## config.mk

```make
export PLATFORM = sky130hd
export DESIGN_NAME = peer_choke_selector_unit_flat
export DESIGN_NICKNAME = d
export VERILOG_FILES = /design/src/rtl/pcs_pkg.sv /design/src/rtl/pcs_if.sv /design/src/rtl/peer_choke_selector_unit.sv /design/src/rtl/pcs_front.sv /design/src/rtl/pcs_round_fifo.sv /design/src/rtl/pcs_back.sv /design/src/flat_wrapper.sv
export SDC_FILE = /design/constraint.sdc
export NUM_CORES = 2
export LEC_CHECK = 0
export BUFFER_PORTS_ARGS = -buffer_cell sky130_fd_sc_hd__buf_2
export CAP_MARGIN = 20
export CORE_UTILIZATION = 39
export DETAILED_ROUTE_END_ITERATION = 10
export GPL_TIMING_DRIVEN = 0
export SLEW_MARGIN = 20
export SYNTH_ARGS = -nofsm -noshare
export SYNTH_HDL_FRONTEND = slang
export SYNTH_SLANG_ARGS = --single-unit
```

## constraint.sdc

```tcl
create_clock -name clk -period 12 [get_ports clk]
set_input_delay 1.8 -clock clk [delete_from_list [all_inputs] [get_ports clk]]
set_output_delay 1.8 -clock clk [all_outputs]
set_load 0.02 [all_outputs]
```

## src/rtl/pcs_pkg.sv

```systemverilog
// Shared constants, codes and types of the peer choke selector.
`timescale 1ns / 1ps

package pcs_pkg;

    localparam int PCS_SELECT_COUNT = 4;
    localparam int PCS_QUEUE_DEPTH  = 2;

    localparam int ID_W        = 16;
    localparam int RATE_W      = 32;
    localparam int CFG_INDEX_W = 4;
    localparam int CFG_DATA_W  = 32;

    // 50*1024 B/s, and the strict bound 0.1*1024 = 102.4 taken as 103
    localparam logic [RATE_W-1:0] FORCE_UP_RESET   = RATE_W'(50 * 1024);
    localparam logic [RATE_W-1:0] FORCE_DOWN_RESET = RATE_W'(103);

    localparam logic [CFG_INDEX_W-1:0] CFG_FORCE_UP_ABOVE   = CFG_INDEX_W'(0);
    localparam logic [CFG_INDEX_W-1:0] CFG_FORCE_DOWN_BELOW = CFG_INDEX_W'(1);

    localparam logic ACT_UNCHOKE = 1'b0;
    localparam logic ACT_CHOKE   = 1'b1;

    typedef struct packed {
        logic full;
        logic empty;
    } pcs_q_stat_t;

endpackage

```

## src/rtl/pcs_if.sv

```systemverilog
// Channel interfaces of the peer choke selector: peer records, decisions, register writes.
`timescale 1ns / 1ps

interface pcs_in_if import pcs_pkg::*; ();
    logic              valid;
    logic              ready;
    logic [ID_W-1:0]   peer_id;
    logic [RATE_W-1:0] dl_rate;
    logic [RATE_W-1:0] up_rate;
    logic              in_data_state;
    logic              we_are_interested;
    logic              peer_is_seed;
    logic              round_end;

    modport source (
        output valid, peer_id, dl_rate, up_rate, in_data_state,
               we_are_interested, peer_is_seed, round_end,
        input  ready
    );
    modport sink (
        input  valid, peer_id, dl_rate, up_rate, in_data_state,
               we_are_interested, peer_is_seed, round_end,
        output ready
    );
endinterface

interface pcs_out_if import pcs_pkg::*; ();
    logic            valid;
    logic            ready;
    logic [ID_W-1:0] target_peer;
    logic            action;
    logic            last_decision;

    modport source (
        output valid, target_peer, action, last_decision,
        input  ready
    );
    modport sink (
        input  valid, target_peer, action, last_decision,
        output ready
    );
endinterface

interface pcs_cfg_if import pcs_pkg::*; ();
    logic                   valid;
    logic                   ready;
    logic [CFG_INDEX_W-1:0] index;
    logic [CFG_DATA_W-1:0]  data;

    modport source (
        output valid, index, data,
        input  ready
    );
    modport sink (
        input  valid, index, data,
        output ready
    );
endinterface

```

## src/rtl/peer_choke_selector_unit.sv

```systemverilog
// Top level of the peer choke selector: front end, round queue, decision emitter.
`timescale 1ns / 1ps

// Tit-for-tat choking round, one peer record per word on peer_in.
//   peer_in      : valid/ready records; round_end marks the last record of a round.
//   decision_out : valid/ready words of target_peer, action (0 unchoke, 1 choke)
//                  and last_decision on the final word of a round.
//   cfg          : valid/ready register writes; index 0 sets the upload limit,
//                  index 1 the download floor, other indexes are ignored. cfg.ready
//                  is always high. Write only while no round is in flight.
// Throughput: one record per cycle while the round queue has room, set by the best-set
// update in the front end (parallel compare against all slots). A round produces 0 to
// 2*SELECT_COUNT words, one per cycle from the emitter's output register while
// decision_out is ready. With the emitter idle, the first decision of a round passes
// through the round queue and then the emitter's output register once its round_end
// record is taken. Rounds wait in a two-entry queue, so records of the next round
// keep flowing while decisions drain; peer_in.ready drops only with both entries full.
// A stalled decision_out holds its word; the emitter then waits, and the front
// end keeps running until the queue fills.
// Reset clears the sets, the queue and the output, and restores register defaults.
module peer_choke_selector_unit import pcs_pkg::*; #(
    parameter int SELECT_COUNT = PCS_SELECT_COUNT
) (
    input  logic      clk,
    input  logic      rst_n,
    pcs_in_if.sink    peer_in,
    pcs_out_if.source decision_out,
    pcs_cfg_if.sink   cfg
);

    localparam int CW = $clog2(SELECT_COUNT + 1);

    pcs_q_stat_t q_stat;

    logic                                 q_push;
    logic                                 q_pop;
    logic [SELECT_COUNT-1:0][ID_W-1:0]    push_best_ids;
    logic [CW-1:0]                        push_best_count;
    logic [SELECT_COUNT-1:0][ID_W-1:0]    push_prev_ids;
    logic [SELECT_COUNT-1:0]              push_surv;
    logic [SELECT_COUNT-1:0][ID_W-1:0]    head_best_ids;
    logic [CW-1:0]                        head_best_count;
    logic [SELECT_COUNT-1:0][ID_W-1:0]    head_prev_ids;
    logic [SELECT_COUNT-1:0]              head_surv;

    // Classify records, track the previous and the new set
    pcs_front #(
        .SELECT_COUNT (SELECT_COUNT),
        .CW           (CW)
    ) u_front (
        .clk             (clk),
        .rst_n           (rst_n),
        .peer_in         (peer_in),
        .cfg             (cfg),
        .q_stat          (q_stat),
        .push            (q_push),
        .push_best_ids   (push_best_ids),
        .push_best_count (push_best_count),
        .push_prev_ids   (push_prev_ids),
        .push_surv       (push_surv)
    );

    // Hold finished rounds until the emitter gets to them
    pcs_round_fifo #(
        .SELECT_COUNT (SELECT_COUNT),
        .CW           (CW)
    ) u_fifo (
        .clk             (clk),
        .rst_n           (rst_n),
        .push            (q_push),
        .push_best_ids   (push_best_ids),
        .push_best_count (push_best_count),
        .push_prev_ids   (push_prev_ids),
        .push_surv       (push_surv),
        .pop             (q_pop),
        .q_stat          (q_stat),
        .head_best_ids   (head_best_ids),
        .head_best_count (head_best_count),
        .head_prev_ids   (head_prev_ids),
        .head_surv       (head_surv)
    );

    // Drain one round into unchoke words, then choke words
    pcs_back #(
        .SELECT_COUNT (SELECT_COUNT),
        .CW           (CW)
    ) u_back (
        .clk             (clk),
        .rst_n           (rst_n),
        .q_stat          (q_stat),
        .head_best_ids   (head_best_ids),
        .head_best_count (head_best_count),
        .head_prev_ids   (head_prev_ids),
        .head_surv       (head_surv),
        .pop             (q_pop),
        .decision_out    (decision_out)
    );

    // The front end never pushes a round into a full queue
    a_no_overflow: assert property (@(posedge clk) disable iff (!rst_n)
        q_push |-> !q_stat.full)
        else $error("round pushed into full queue");

    // The emitter never retires a round that is not there
    a_no_underflow: assert property (@(posedge clk) disable iff (!rst_n)
        q_pop |-> !q_stat.empty)
        else $error("round popped from empty queue");

    // A fresh decision word only follows a cycle with a queued round
    a_word_from_queue: assert property (@(posedge clk) disable iff (!rst_n)
        q_stat.empty |=> !(decision_out.valid && !$past(decision_out.valid)))
        else $error("decision word without a queued round");

endmodule

```

## src/rtl/pcs_front.sv

```systemverilog
// Front end: takes peer records, applies force-choke, maintains the best set per round.
`timescale 1ns / 1ps

module pcs_front import pcs_pkg::*; #(
    parameter int SELECT_COUNT = PCS_SELECT_COUNT,
    parameter int CW           = $clog2(SELECT_COUNT + 1)
) (
    input  logic                                 clk,
    input  logic                                 rst_n,
    pcs_in_if.sink                               peer_in,
    pcs_cfg_if.sink                              cfg,
    input  pcs_q_stat_t                          q_stat,
    output logic                                 push,
    output logic [SELECT_COUNT-1:0][ID_W-1:0]    push_best_ids,
    output logic [CW-1:0]                        push_best_count,
    output logic [SELECT_COUNT-1:0][ID_W-1:0]    push_prev_ids,
    output logic [SELECT_COUNT-1:0]              push_surv
);

    localparam int N  = SELECT_COUNT;
    localparam int IW = (N > 1) ? $clog2(N) : 1;

    logic [RATE_W-1:0] up_thr_reg,   up_thr_next;
    logic [RATE_W-1:0] down_thr_reg, down_thr_next;

    logic [N-1:0][ID_W-1:0]   prev_ids_reg,   prev_ids_next;
    logic [CW-1:0]            prev_count_reg, prev_count_next;
    logic [N-1:0]             seen_reg,       seen_next;
    logic [N-1:0][ID_W-1:0]   best_ids_reg,   best_ids_next;
    logic [N-1:0][RATE_W-1:0] best_rates_reg, best_rates_next;
    logic [CW-1:0]            best_count_reg, best_count_next;

    logic              accept;
    logic [N-1:0]      hit;
    logic              forced;
    logic              cand;
    logic              set_full;
    logic [N-1:0]      is_min;
    logic [RATE_W-1:0] slow_rate;
    logic              replace;

    assign peer_in.ready = !q_stat.full;
    assign cfg.ready     = 1'b1;
    assign accept        = peer_in.valid && peer_in.ready;

    // Register writes
    always_comb
    begin
        up_thr_next   = up_thr_reg;
        down_thr_next = down_thr_reg;
        if (cfg.valid)
        begin
            unique case (cfg.index)
                CFG_FORCE_UP_ABOVE:   up_thr_next   = cfg.data;
                CFG_FORCE_DOWN_BELOW: down_thr_next = cfg.data;
                default: ;
            endcase
        end
    end

    // Match against the previous unchoked set
    always_comb
    begin
        for (int i = 0; i < N; i++)
        begin
            hit[i] = (CW'(i) < prev_count_reg) && (prev_ids_reg[i] == peer_in.peer_id);
        end
    end

    assign forced = (|hit) && (peer_in.up_rate > up_thr_reg)
                    && (peer_in.dl_rate < down_thr_reg);
    assign cand   = peer_in.in_data_state && peer_in.we_are_interested
                    && !peer_in.peer_is_seed && !forced;
    assign set_full = (best_count_reg == CW'(N));

    // First slowest slot: strictly below every earlier slot, not above any later one
    always_comb
    begin
        logic ok;
        for (int i = 0; i < N; i++)
        begin
            ok = 1'b1;
            for (int j = 0; j < N; j++)
            begin
                if (j < i && !(best_rates_reg[i] < best_rates_reg[j]))
                    ok = 1'b0;
                if (j > i && !(best_rates_reg[i] <= best_rates_reg[j]))
                    ok = 1'b0;
            end
            is_min[i] = ok;
        end
    end

    always_comb
    begin
        slow_rate = '0;
        for (int i = 0; i < N; i++)
        begin
            if (is_min[i])
                slow_rate = slow_rate | best_rates_reg[i];
        end
    end

    assign replace = (peer_in.dl_rate >= slow_rate);

    // Best set update
    always_comb
    begin
        best_ids_next   = best_ids_reg;
        best_rates_next = best_rates_reg;
        best_count_next = best_count_reg;
        if (accept && cand)
        begin
            if (!set_full)
            begin
                best_ids_next[best_count_reg[IW-1:0]]   = peer_in.peer_id;
                best_rates_next[best_count_reg[IW-1:0]] = peer_in.dl_rate;
                best_count_next = best_count_reg + CW'(1);
            end
            else if (replace)
            begin
                for (int i = 0; i < N; i++)
                begin
                    if (is_min[i])
                    begin
                        best_ids_next[i]   = peer_in.peer_id;
                        best_rates_next[i] = peer_in.dl_rate;
                    end
                end
            end
        end
    end

    assign seen_next = seen_reg | (accept ? hit : '0);

    // Hand the finished round to the queue
    assign push            = accept && peer_in.round_end;
    assign push_best_ids   = best_ids_next;
    assign push_best_count = best_count_next;
    assign push_prev_ids   = prev_ids_reg;
    assign push_surv       = seen_next;

    assign prev_ids_next   = push ? best_ids_next   : prev_ids_reg;
    assign prev_count_next = push ? best_count_next : prev_count_reg;

    always_ff @(posedge clk or negedge rst_n)
    begin
        if (!rst_n)
        begin
            up_thr_reg     <= FORCE_UP_RESET;
            down_thr_reg   <= FORCE_DOWN_RESET;
            prev_count_reg <= '0;
            best_count_reg <= '0;
            seen_reg       <= '0;
        end
        else
        begin
            up_thr_reg     <= up_thr_next;
            down_thr_reg   <= down_thr_next;
            prev_count_reg <= prev_count_next;
            best_count_reg <= push ? '0 : best_count_next;
            seen_reg       <= push ? '0 : seen_next;
        end
    end

    always_ff @(posedge clk)
    begin
        prev_ids_reg   <= prev_ids_next;
        best_ids_reg   <= best_ids_next;
        best_rates_reg <= best_rates_next;
    end

endmodule

```

## src/rtl/pcs_round_fifo.sv

```systemverilog
// Short queue of finished rounds between the front end and the decision emitter.
`timescale 1ns / 1ps

module pcs_round_fifo import pcs_pkg::*; #(
    parameter int SELECT_COUNT = PCS_SELECT_COUNT,
    parameter int CW           = $clog2(SELECT_COUNT + 1)
) (
    input  logic                                 clk,
    input  logic                                 rst_n,
    input  logic                                 push,
    input  logic [SELECT_COUNT-1:0][ID_W-1:0]    push_best_ids,
    input  logic [CW-1:0]                        push_best_count,
    input  logic [SELECT_COUNT-1:0][ID_W-1:0]    push_prev_ids,
    input  logic [SELECT_COUNT-1:0]              push_surv,
    input  logic                                 pop,
    output pcs_q_stat_t                          q_stat,
    output logic [SELECT_COUNT-1:0][ID_W-1:0]    head_best_ids,
    output logic [CW-1:0]                        head_best_count,
    output logic [SELECT_COUNT-1:0][ID_W-1:0]    head_prev_ids,
    output logic [SELECT_COUNT-1:0]              head_surv
);

    localparam int N     = SELECT_COUNT;
    localparam int DEPTH = PCS_QUEUE_DEPTH;
    localparam int PW    = (DEPTH > 1) ? $clog2(DEPTH) : 1;
    localparam int QW    = $clog2(DEPTH + 1);

    logic [N-1:0][ID_W-1:0] q_best_ids   [DEPTH];
    logic [CW-1:0]          q_best_count [DEPTH];
    logic [N-1:0][ID_W-1:0] q_prev_ids   [DEPTH];
    logic [N-1:0]           q_surv       [DEPTH];

    logic [PW-1:0] wr_ptr_reg, wr_ptr_next;
    logic [PW-1:0] rd_ptr_reg, rd_ptr_next;
    logic [QW-1:0] fill_reg,   fill_next;

    logic do_push, do_pop;

    assign q_stat.full  = (fill_reg == QW'(DEPTH));
    assign q_stat.empty = (fill_reg == '0);

    assign do_push = push && !q_stat.full;
    assign do_pop  = pop && !q_stat.empty;

    assign wr_ptr_next = !do_push ? wr_ptr_reg
                       : (wr_ptr_reg == PW'(DEPTH - 1)) ? '0 : wr_ptr_reg + PW'(1);
    assign rd_ptr_next = !do_pop ? rd_ptr_reg
                       : (rd_ptr_reg == PW'(DEPTH - 1)) ? '0 : rd_ptr_reg + PW'(1);

    always_comb
    begin
        fill_next = fill_reg;
        if (do_push && !do_pop)
            fill_next = fill_reg + QW'(1);
        else if (do_pop && !do_push)
            fill_next = fill_reg - QW'(1);
    end

    always_ff @(posedge clk or negedge rst_n)
    begin
        if (!rst_n)
        begin
            wr_ptr_reg <= '0;
            rd_ptr_reg <= '0;
            fill_reg   <= '0;
        end
        else
        begin
            wr_ptr_reg <= wr_ptr_next;
            rd_ptr_reg <= rd_ptr_next;
            fill_reg   <= fill_next;
        end
    end

    always_ff @(posedge clk)
    begin
        if (do_push)
        begin
            q_best_ids[wr_ptr_reg]   <= push_best_ids;
            q_best_count[wr_ptr_reg] <= push_best_count;
            q_prev_ids[wr_ptr_reg]   <= push_prev_ids;
            q_surv[wr_ptr_reg]       <= push_surv;
        end
    end

    assign head_best_ids   = q_best_ids[rd_ptr_reg];
    assign head_best_count = q_best_count[rd_ptr_reg];
    assign head_prev_ids   = q_prev_ids[rd_ptr_reg];
    assign head_surv       = q_surv[rd_ptr_reg];

endmodule

```

## src/rtl/pcs_back.sv

```systemverilog
// Back end: turns a queued round into unchoke then choke decision words.
`timescale 1ns / 1ps

module pcs_back import pcs_pkg::*; #(
    parameter int SELECT_COUNT = PCS_SELECT_COUNT,
    parameter int CW           = $clog2(SELECT_COUNT + 1)
) (
    input  logic                                 clk,
    input  logic                                 rst_n,
    input  pcs_q_stat_t                          q_stat,
    input  logic [SELECT_COUNT-1:0][ID_W-1:0]    head_best_ids,
    input  logic [CW-1:0]                        head_best_count,
    input  logic [SELECT_COUNT-1:0][ID_W-1:0]    head_prev_ids,
    input  logic [SELECT_COUNT-1:0]              head_surv,
    output logic                                 pop,
    pcs_out_if.source                            decision_out
);

    localparam int N = SELECT_COUNT;
    localparam int M = 2 * SELECT_COUNT;

    logic [M-1:0] done_reg, done_next;
    logic         out_valid_reg, out_valid_next;
    logic [ID_W-1:0] out_id_reg;
    logic         out_action_reg;
    logic         out_last_reg;

    logic [N-1:0] unch_flag;
    logic [N-1:0] choke_flag;
    logic [M-1:0] mask;
    logic [M-1:0] pick;
    logic [M-1:0] rest;
    logic [M-1:0][ID_W-1:0] all_ids;
    logic [ID_W-1:0] pick_id;
    logic         pick_choke;
    logic         pick_last;
    logic         has_work;
    logic         slot_free;
    logic         emit;

    // Unchoke: new entries not among survivors. Choke: survivors not in the new set.
    always_comb
    begin
        logic found;
        for (int i = 0; i < N; i++)
        begin
            found = 1'b0;
            for (int j = 0; j < N; j++)
            begin
                if (head_surv[j] && (head_prev_ids[j] == head_best_ids[i]))
                    found = 1'b1;
            end
            unch_flag[i] = (CW'(i) < head_best_count) && !found;
        end
        for (int j = 0; j < N; j++)
        begin
            found = 1'b0;
            for (int i = 0; i < N; i++)
            begin
                if ((CW'(i) < head_best_count) && (head_best_ids[i] == head_prev_ids[j]))
                    found = 1'b1;
            end
            choke_flag[j] = head_surv[j] && !found;
        end
    end

    always_comb
    begin
        for (int k = 0; k < N; k++)
        begin
            all_ids[k]     = head_best_ids[k];
            all_ids[k + N] = head_prev_ids[k];
        end
    end

    assign mask = {choke_flag, unch_flag} & ~done_reg;
    assign pick = mask & ((~mask) + M'(1));
    assign rest = mask & ~pick;

    always_comb
    begin
        pick_id = '0;
        for (int k = 0; k < M; k++)
        begin
            if (pick[k])
                pick_id = pick_id | all_ids[k];
        end
    end

    assign pick_choke = |pick[M-1:N];
    assign pick_last  = (rest == '0);

    assign has_work  = !q_stat.empty && (mask != '0);
    assign slot_free = !out_valid_reg || decision_out.ready;
    assign emit      = has_work && slot_free;

    // Drop a round with nothing to say at once; otherwise when its final word is emitted
    assign pop = (!q_stat.empty && (mask == '0)) || (emit && pick_last);

    always_comb
    begin
        done_next = done_reg;
        if (pop)
            done_next = '0;
        else if (emit)
            done_next = done_reg | pick;
    end

    always_comb
    begin
        out_valid_next = out_valid_reg;
        if (emit)
            out_valid_next = 1'b1;
        else if (decision_out.ready)
            out_valid_next = 1'b0;
    end

    always_ff @(posedge clk or negedge rst_n)
    begin
        if (!rst_n)
        begin
            done_reg      <= '0;
            out_valid_reg <= 1'b0;
        end
        else
        begin
            done_reg      <= done_next;
            out_valid_reg <= out_valid_next;
        end
    end

    always_ff @(posedge clk)
    begin
        if (emit)
        begin
            out_id_reg     <= pick_id;
            out_action_reg <= pick_choke ? ACT_CHOKE : ACT_UNCHOKE;
            out_last_reg   <= pick_last;
        end
    end

    assign decision_out.valid         = out_valid_reg;
    assign decision_out.target_peer   = out_id_reg;
    assign decision_out.action        = out_action_reg;
    assign decision_out.last_decision = out_last_reg;

endmodule

```

## src/flat_wrapper.sv

```systemverilog
// flat-port wrapper written by rule: the top's interface ports become plain ports
module peer_choke_selector_unit_flat import pcs_pkg::*;
#(
    parameter int SELECT_COUNT = PCS_SELECT_COUNT
)
  (clk, rst_n, peer_in_valid, peer_in_peer_id, peer_in_dl_rate, peer_in_up_rate, peer_in_in_data_state, peer_in_we_are_interested, peer_in_peer_is_seed, peer_in_round_end, peer_in_ready, decision_out_valid, decision_out_target_peer, decision_out_action, decision_out_last_decision, decision_out_ready, cfg_valid, cfg_index, cfg_data, cfg_ready);
  pcs_in_if peer_in_i ();
  pcs_out_if decision_out_i ();
  pcs_cfg_if cfg_i ();
  input  logic clk;
  input  logic rst_n;
  input wire logic [$bits(peer_in_i.valid)-1:0] peer_in_valid;
  input wire logic [$bits(peer_in_i.peer_id)-1:0] peer_in_peer_id;
  input wire logic [$bits(peer_in_i.dl_rate)-1:0] peer_in_dl_rate;
  input wire logic [$bits(peer_in_i.up_rate)-1:0] peer_in_up_rate;
  input wire logic [$bits(peer_in_i.in_data_state)-1:0] peer_in_in_data_state;
  input wire logic [$bits(peer_in_i.we_are_interested)-1:0] peer_in_we_are_interested;
  input wire logic [$bits(peer_in_i.peer_is_seed)-1:0] peer_in_peer_is_seed;
  input wire logic [$bits(peer_in_i.round_end)-1:0] peer_in_round_end;
  output wire logic [$bits(peer_in_i.ready)-1:0] peer_in_ready;
  output wire logic [$bits(decision_out_i.valid)-1:0] decision_out_valid;
  output wire logic [$bits(decision_out_i.target_peer)-1:0] decision_out_target_peer;
  output wire logic [$bits(decision_out_i.action)-1:0] decision_out_action;
  output wire logic [$bits(decision_out_i.last_decision)-1:0] decision_out_last_decision;
  input wire logic [$bits(decision_out_i.ready)-1:0] decision_out_ready;
  input wire logic [$bits(cfg_i.valid)-1:0] cfg_valid;
  input wire logic [$bits(cfg_i.index)-1:0] cfg_index;
  input wire logic [$bits(cfg_i.data)-1:0] cfg_data;
  output wire logic [$bits(cfg_i.ready)-1:0] cfg_ready;
  assign peer_in_i.valid = peer_in_valid;
  assign peer_in_i.peer_id = peer_in_peer_id;
  assign peer_in_i.dl_rate = peer_in_dl_rate;
  assign peer_in_i.up_rate = peer_in_up_rate;
  assign peer_in_i.in_data_state = peer_in_in_data_state;
  assign peer_in_i.we_are_interested = peer_in_we_are_interested;
  assign peer_in_i.peer_is_seed = peer_in_peer_is_seed;
  assign peer_in_i.round_end = peer_in_round_end;
  assign peer_in_ready = peer_in_i.ready;
  assign decision_out_valid = decision_out_i.valid;
  assign decision_out_target_peer = decision_out_i.target_peer;
  assign decision_out_action = decision_out_i.action;
  assign decision_out_last_decision = decision_out_i.last_decision;
  assign decision_out_i.ready = decision_out_ready;
  assign cfg_i.valid = cfg_valid;
  assign cfg_i.index = cfg_index;
  assign cfg_i.data = cfg_data;
  assign cfg_ready = cfg_i.ready;
  peer_choke_selector_unit #(.SELECT_COUNT(SELECT_COUNT)) u_core (.clk(clk), .rst_n(rst_n), .peer_in(peer_in_i), .decision_out(decision_out_i), .cfg(cfg_i));
endmodule
```

# After elaboration in Yosys (flattened, before gate mapping)
# Memories as Yosys holds them, arrays and structs flattened.
# Cells that the tools add are included.
[word_totals]
regBits = 361
ram_bits = 270
inputBits = 125
mem_count = 4
[mem_list]
columns = ["memory", "depth", "word_bits", "rd", "rd_clocked_by_memory_dff", "wr", "line", "rtl"]
rows = [
  ["u_core.u_fifo.q_best_ids", 2, 64, 1, 0, 1, "pcs_round_fifo.sv:28", "logic [N-1:0][ID_W-1:0] q_best_ids [DEPTH];"],
  ["u_core.u_fifo.q_prev_ids", 2, 64, 1, 0, 1, "pcs_round_fifo.sv:30", "logic [N-1:0][ID_W-1:0] q_prev_ids [DEPTH];"],
  ["u_core.u_fifo.q_surv", 2, 4, 1, 0, 1, "pcs_round_fifo.sv:31", "logic [N-1:0] q_surv [DEPTH];"],
  ["u_core.u_fifo.q_best_count", 2, 3, 1, 0, 1, "pcs_round_fifo.sv:29", "logic [CW-1:0] q_best_count [DEPTH];"],
]
[op_classes]
add_sub_neg = 6
order_cmp = 25
eq_ne = 44
muxes = 91
bitwise = 18
n_reduce_logical = 94
[op_table]
columns = ["cell", "count"]
rows = [
  ["16-bit equality test", 36],
  ["32-bit two-way mux", 9],
  ["128-bit two-way mux", 2],
  ["32-bit < comparator", 7],
  ["16-bit two-way mux", 13],
  ["32-bit <= comparator", 6],
  ["64-bit two-way mux", 3],
  ["128-bit bitwise mux", 1],
  ["16-bit bitwise OR", 7],
  ["32-bit bitwise OR", 3],
  ["64-bit bitwise mux", 1],
  ["32-bit demux with 2-bit select", 1],
  ["1-bit logical AND", 61],
  ["1-bit two-way mux", 51],
  ["16-bit demux with 2-bit select", 1],
  ["32-bit greater-or-equal comparator", 1],
  ["32-bit greater-than comparator", 1],
  ["8-bit AND", 3],
  ["8-bit NOT", 3],
  ["8-bit logical NOT", 2],
  ["8-bit two-way mux", 2],
  ["1-bit logical NOT", 15],
  ["1-bit by 3-bit < comparator with 1-bit output, first input constant", 4],
  ["2-bit by 3-bit < comparator with 1-bit output, first input constant", 4],
  ["other kinds (24)", 41],
]

# Depth between registers and ports, before layout
# An unclocked memory read counts as a cell.
[depth]
depth_word = 28
mapped_depth = 29
mapped_depth_nobuf = 25

# Modules after synthesis
# From an unflattened synthesis, not the netlist that was laid out.
[hier_totals]
hier_cells = 2943
hier_area_um2 = 35576.6
[modules_own_cells]
columns = ["module", "n_inst", "cells_each", "area_each_um2", "seq_area_each_um2"]
rows = [
  ["pcs_front", 1, 1803, 19905.3, 8908.5],
  ["pcs_round_fifo", 1, 439, 10087.2, 8207.9],
  ["pcs_back", 1, 701, 5584.1, 765.7],
]

# Least setup slack after synthesis
# No wires, ideal clock.
[synth_timing]
path_kind = "input to register"
start = "input port peer_in_valid"
end = "memory u_core.u_fifo.q_best_count[0][0] (netlist bit) (enable)"
setup_ns = 0.632
arrival_ns = 7.901
required_time_ns = 11.368
slack_ns = 3.468
path_stages = 4
path_buffers = 1
path_cell_list = "and2_0 -> clkbuf_1 -> nand2_1 -> nor2_1"
[synth_via]
elab_chain_cells = 5
[synth_rtl]
columns = ["item", "line", "rtl"]
rows = [
  ["start, declared", "flat_wrapper.sv:12", "input wire logic [$bits(peer_in_i.valid)-1:0] peer_in_valid;"],
  ["1-bit logical AND", "pcs_front.sv:44", "assign accept = peer_in.valid && peer_in.ready;"],
  ["1-bit logical AND", "pcs_front.sv:137", "assign push = accept && peer_in.round_end;"],
  ["1-bit logical AND", "pcs_round_fifo.sv:42", "assign do_push = push && !q_stat.full;"],
  ["1-bit two-way mux", "pcs_round_fifo.sv:77", "if (do_push)"],
  ["1-bit two-way mux (implied by the code)", "pcs_round_fifo.sv:80", "q_best_count[wr_ptr_reg] <= push_best_count;"],
  ["end, declared", "pcs_round_fifo.sv:29", ""],
]
# Every way passes these cells.

# Worst setup path after layout
[layout_timing]
start = "register u_core.u_front.best_rates_reg[127] (netlist bit)"
end = "register u_core.u_front.best_rates_reg[17] (netlist bit) (enable)"
[layout_via]
elab_chain_cells = 12
[layout_rtl]
columns = ["item", "line", "rtl"]
rows = [
  ["start, declared", "pcs_front.sv:30", "logic [N-1:0][RATE_W-1:0] best_rates_reg, best_rates_next;"],
  ["start signal, assigned", "pcs_front.sv:170", "best_rates_reg <= best_rates_next;"],
  ["32-bit <= comparator", "pcs_front.sv:87", "if (j > i && !(best_rates_reg[i] <= best_rates_reg[j]))"],
  ["1-bit two-way mux", "pcs_front.sv:87", ""],
  ["32-bit two-way mux", "pcs_front.sv:99", "if (is_min[i])"],
  ["32-bit bitwise OR", "pcs_front.sv:100", "slow_rate = slow_rate | best_rates_reg[i];"],
  ["32-bit two-way mux", "pcs_front.sv:99", ""],
  ["32-bit bitwise OR", "pcs_front.sv:100", ""],
  ["32-bit two-way mux", "pcs_front.sv:99", ""],
  ["32-bit bitwise OR", "pcs_front.sv:100", ""],
  ["32-bit two-way mux", "pcs_front.sv:99", ""],
  ["32-bit greater-or-equal comparator", "pcs_front.sv:104", "assign replace = (peer_in.dl_rate >= slow_rate);"],
  ["2-bit by 1-bit != test with 1-bit output (no line)", "--", ""],
  ["3-bit AND reduction (no line) *", "--", ""],
]
# Every way passes the cells marked *; elsewhere a longest branch is shown, timed or not.
# A chain may end at the register's enable or synchronous reset.

==> results.md <==
* Total power at 8.54 mW
* Fillers at 9,240
* Clock Path Buffers at 3
* Slew Limit Fails at 0
* Synth unique cells at 81
* Hpwl dp at 131 mm
* Clock sink count at 631
* Avg Inst Size Synth at 11.2 um2
* Grt ovf at 0
* Routed wire length at 168 mm
* RSZ-0062 raised after global routing: no
* DRC errors left at 10
* Vias in the first global route at 28,100
* Port Buffers at 128
* Resized cells post-CTS at 0
* Final Skew at 0.0373 ns
* Ys async rst share at 13.8%
* Crit path capture type: flip-flop
* Vias per inst at 5.81
* Post-Syn Nets at 3,850
* Final Cycle Share at 80.4%
* Required time of the worst setup path at 12.41 ns
* Layout cells sized above 1 at 11.8%
* Hold Path Stages at 0
* Number of DRC markers in iteration 0 at 3,431
* Synth warn at 0
* Final ANT Viol Nets at 0
* Clk root buf: clkbuf_16
* Pwr/cell area at 196 nW/um2
* CTS Hold Bufs at 0
* Layout area overhead at 13.4%
* Status: finished, violations left
* Die width at 316 um
* WS Path Type: reg -> reg
* Antenna violations before repair at 12
* RePlAce Congestion at 1.11
* Post-synth EDFFs at 480
* CP Launch Point: u_core.u_front.best_rates_reg[127]$_DFFE_PP_
* CTS Buf Count at 71
* Pleak at 17.3 nW
* Worst Hold Class: reg -> reg
* Mapped Cells at 3,433
* Largest net degree at the start of global routing at 56
* Rows at 114
* Initial Util at 39.5%
* Chip Height at 316 um
* Multi-input logic area at 18,500 um2
* Worst reg2reg path depth at 24
* Clock Latency Late Sink at 0.68 ns
* CTS HTree Levels at 3
* Post-Syn Area at 38,400 um2
* Hold path startpoint: u_core.u_front.push_prev_ids[2]$_DFFE_PP_
* Commonest non-fill, non-tap cell in the layout: edfxtp_1
* Top FF cell, synth: edfxtp_1
* First-pass GRT wire length at 228 mm
* Worst Path Arrival at 10.06 ns
* CTS tree: done
* Failing checks: DRC
* Vias at 29,025
* I/O pin count at 146
* Crit path launch type: flip-flop
* DRT Pass-1 Iters at 11
* Total track usage at 33.5%
* # Post-CTS Setup Buffers at 0
* Final Critical Period at 9.65 ns
* Setup Viol. Count Final at 0
* Final #Nets at 4,070
* Worst slew pin tran at 1.31 ns
* Critical-path maximum fanout at 18
* # Max-Cap Violations at 0
* Seq/Total Area, Yosys at 46.6%
* Most frequent cells in the layout: edfxtp_1 (480), xor2_1 (349), ha_1 (292)
* CTS clock-pin slew for the worst setup and hold paths at 0.06 ns
* Placed Instance Area at 41,100 um2
* Fin cells at 4,993
* Design area at 43,500 um2
* Maximum VDD drop at 155 uV
* Peak Freq at 104 MHz
* Sequential cell area at 17,900 um2
* Register bit total from synthesis at 631
* Core area at 97,100 um2
* Worst r2r src: u_core.u_front.best_rates_reg[127]$_DFFE_PP_
* Cells after DPL at 4,856
* Hold Fails Final Rpt at 0
* Worst slew margin at 12.4%
* Routed WL per cell at 33.7 um
* DIE AREA at 99,600 um2
==> per-stage QoR <==
step | hold slack, ns | worst slack (ns) | util [%] | setup TNS (ns)
6_report | 0.484 | 2.35 | 44.8 | 0
5_1_grt | 0.499 | 2.18 | 44.8 | 0
4_1_cts | 0.490 | 2.51 | 44.8 | 0
3_3_place_gp | 0.470 | -1.79 | 41.8 | -237.71
3_5_place_dp | 0.479 | 2.58 | 42.3 | 0
2_1_floorplan | 0.455 | 3.47 | - | 0
==> final timing paths <==
check                                                               to  slack (ns)
hold / removal                u_core.u_fifo.q_prev_ids[0][2]$_DFFE_PP_        0.48
max in group asynchronous   u_core.u_front.down_thr_reg[0]$_DFFE_PN1P_       10.34
setup / recovery           u_core.u_front.best_rates_reg[17]$_DFFE_PP_        2.35
setup reg to reg           u_core.u_front.best_rates_reg[17]$_DFFE_PP_        2.35
min in group asynchronous   u_core.u_front.down_thr_reg[8]$_DFFE_PN0P_        1.02
hold reg to reg               u_core.u_fifo.q_prev_ids[0][2]$_DFFE_PP_        0.48
==> per-layer routing <==
metal	part of all wire (%)	track usage [%]	vias up
li1	-	-	12758
met1	43	44.8	14514
met2	43	50.9	1376
met3	8.2	7.72	367
met4	5.8	16.9	10
met5	0.037	0	-
==> power breakdown <==
part	internal [mW]	switching [mW]	leakage, nW
clock	1.33	0.943	1.19
combinational	0.998	2.22	10.1
sequential	2.89	0.158	6.05
total	5.22	3.32	17.3
==> Yosys cell counts, drive strengths merged, types with 8 or more instances <==
library cell	count	area, um2
a21boi	31	233
a221o	17	170
a21o	110	826
buf	83	354
edfxtp	480	14400
nand4	111	694
clkbuf	258	972
a21oi	74	370
o21a	20	150
ha	292	3650
nor2	103	389
o221ai	23	201
or4	8	60.1
a222oi	35	350
nand2b	12	75.1
or3	8	50.1
mux2i	123	1240
nor4	84	526
inv	190	713
nand2	93	349
xnor2	215	1890
dfrtp	79	1980
xor2	349	3060
o21ai	79	395
and2	43	269
nor3	36	185
o22ai	41	257
dfxtp	64	1280
a211oi	23	173
mux2	116	1310
nand3	30	150
nor2b	106	663
dfstp	8	210
==> kinds of logic (layout without fill, tap and decap cells) <==
| group | after synthesis | count (layout) | share of synthesized area, % |
|---|---|---|---|
| AO/OA/AOI/OAI | 514 | 514 | 9.54 |
| XOR/XNOR | 564 | 564 | 12.9 |
| adder cells (fa/ha/maj) | 292 | 292 | 9.52 |
| buffers and inverters | 532 | 811 | 5.32 |
| flip-flops | 631 | 631 | 46.6 |
| multiplexers | 239 | 239 | 6.65 |
| other | 1 | 6 | 0.00977 |
| AND/OR/NAND/NOR | 660 | 660 | 9.46 |
==> area by class of cell <==
class	instances	share of cell area, %
Sequential cell	631	41.1
Tap cell	1276	3.67
Timing Repair Buffer	147	2.37
Clock buffer	89	4.43
Clock inverter	43	1.16
Buffer	341	3.08
Multi-Input combinational cell	2270	42.5
Inverter	191	1.66
Antenna cell	5	0.0287
==> critical path, cell delays in order (launching register included) <==
cell,delay [ns]
edfxtp_1,0.50
ha_1,0.36
nand4_1,0.10
or2_1,0.30
or4_1,0.65
or4_1,0.61
or3_1,0.40
a22oi_1,0.47
and2_1,0.30
clkbuf_1,0.62
a21boi_0,0.23
ha_1,0.31
a21o_1,0.17
a21o_1,0.18
a21o_1,0.19
a21o_1,0.18
a2111oi_0,0.71
o311a_1,0.36
o211ai_1,0.29
a41o_1,0.41
nand2b_1,0.09
buf_2,0.46
buf_2,0.71
inv_2,0.42
buf_16,0.29
(Power assumes the default switching activity.)
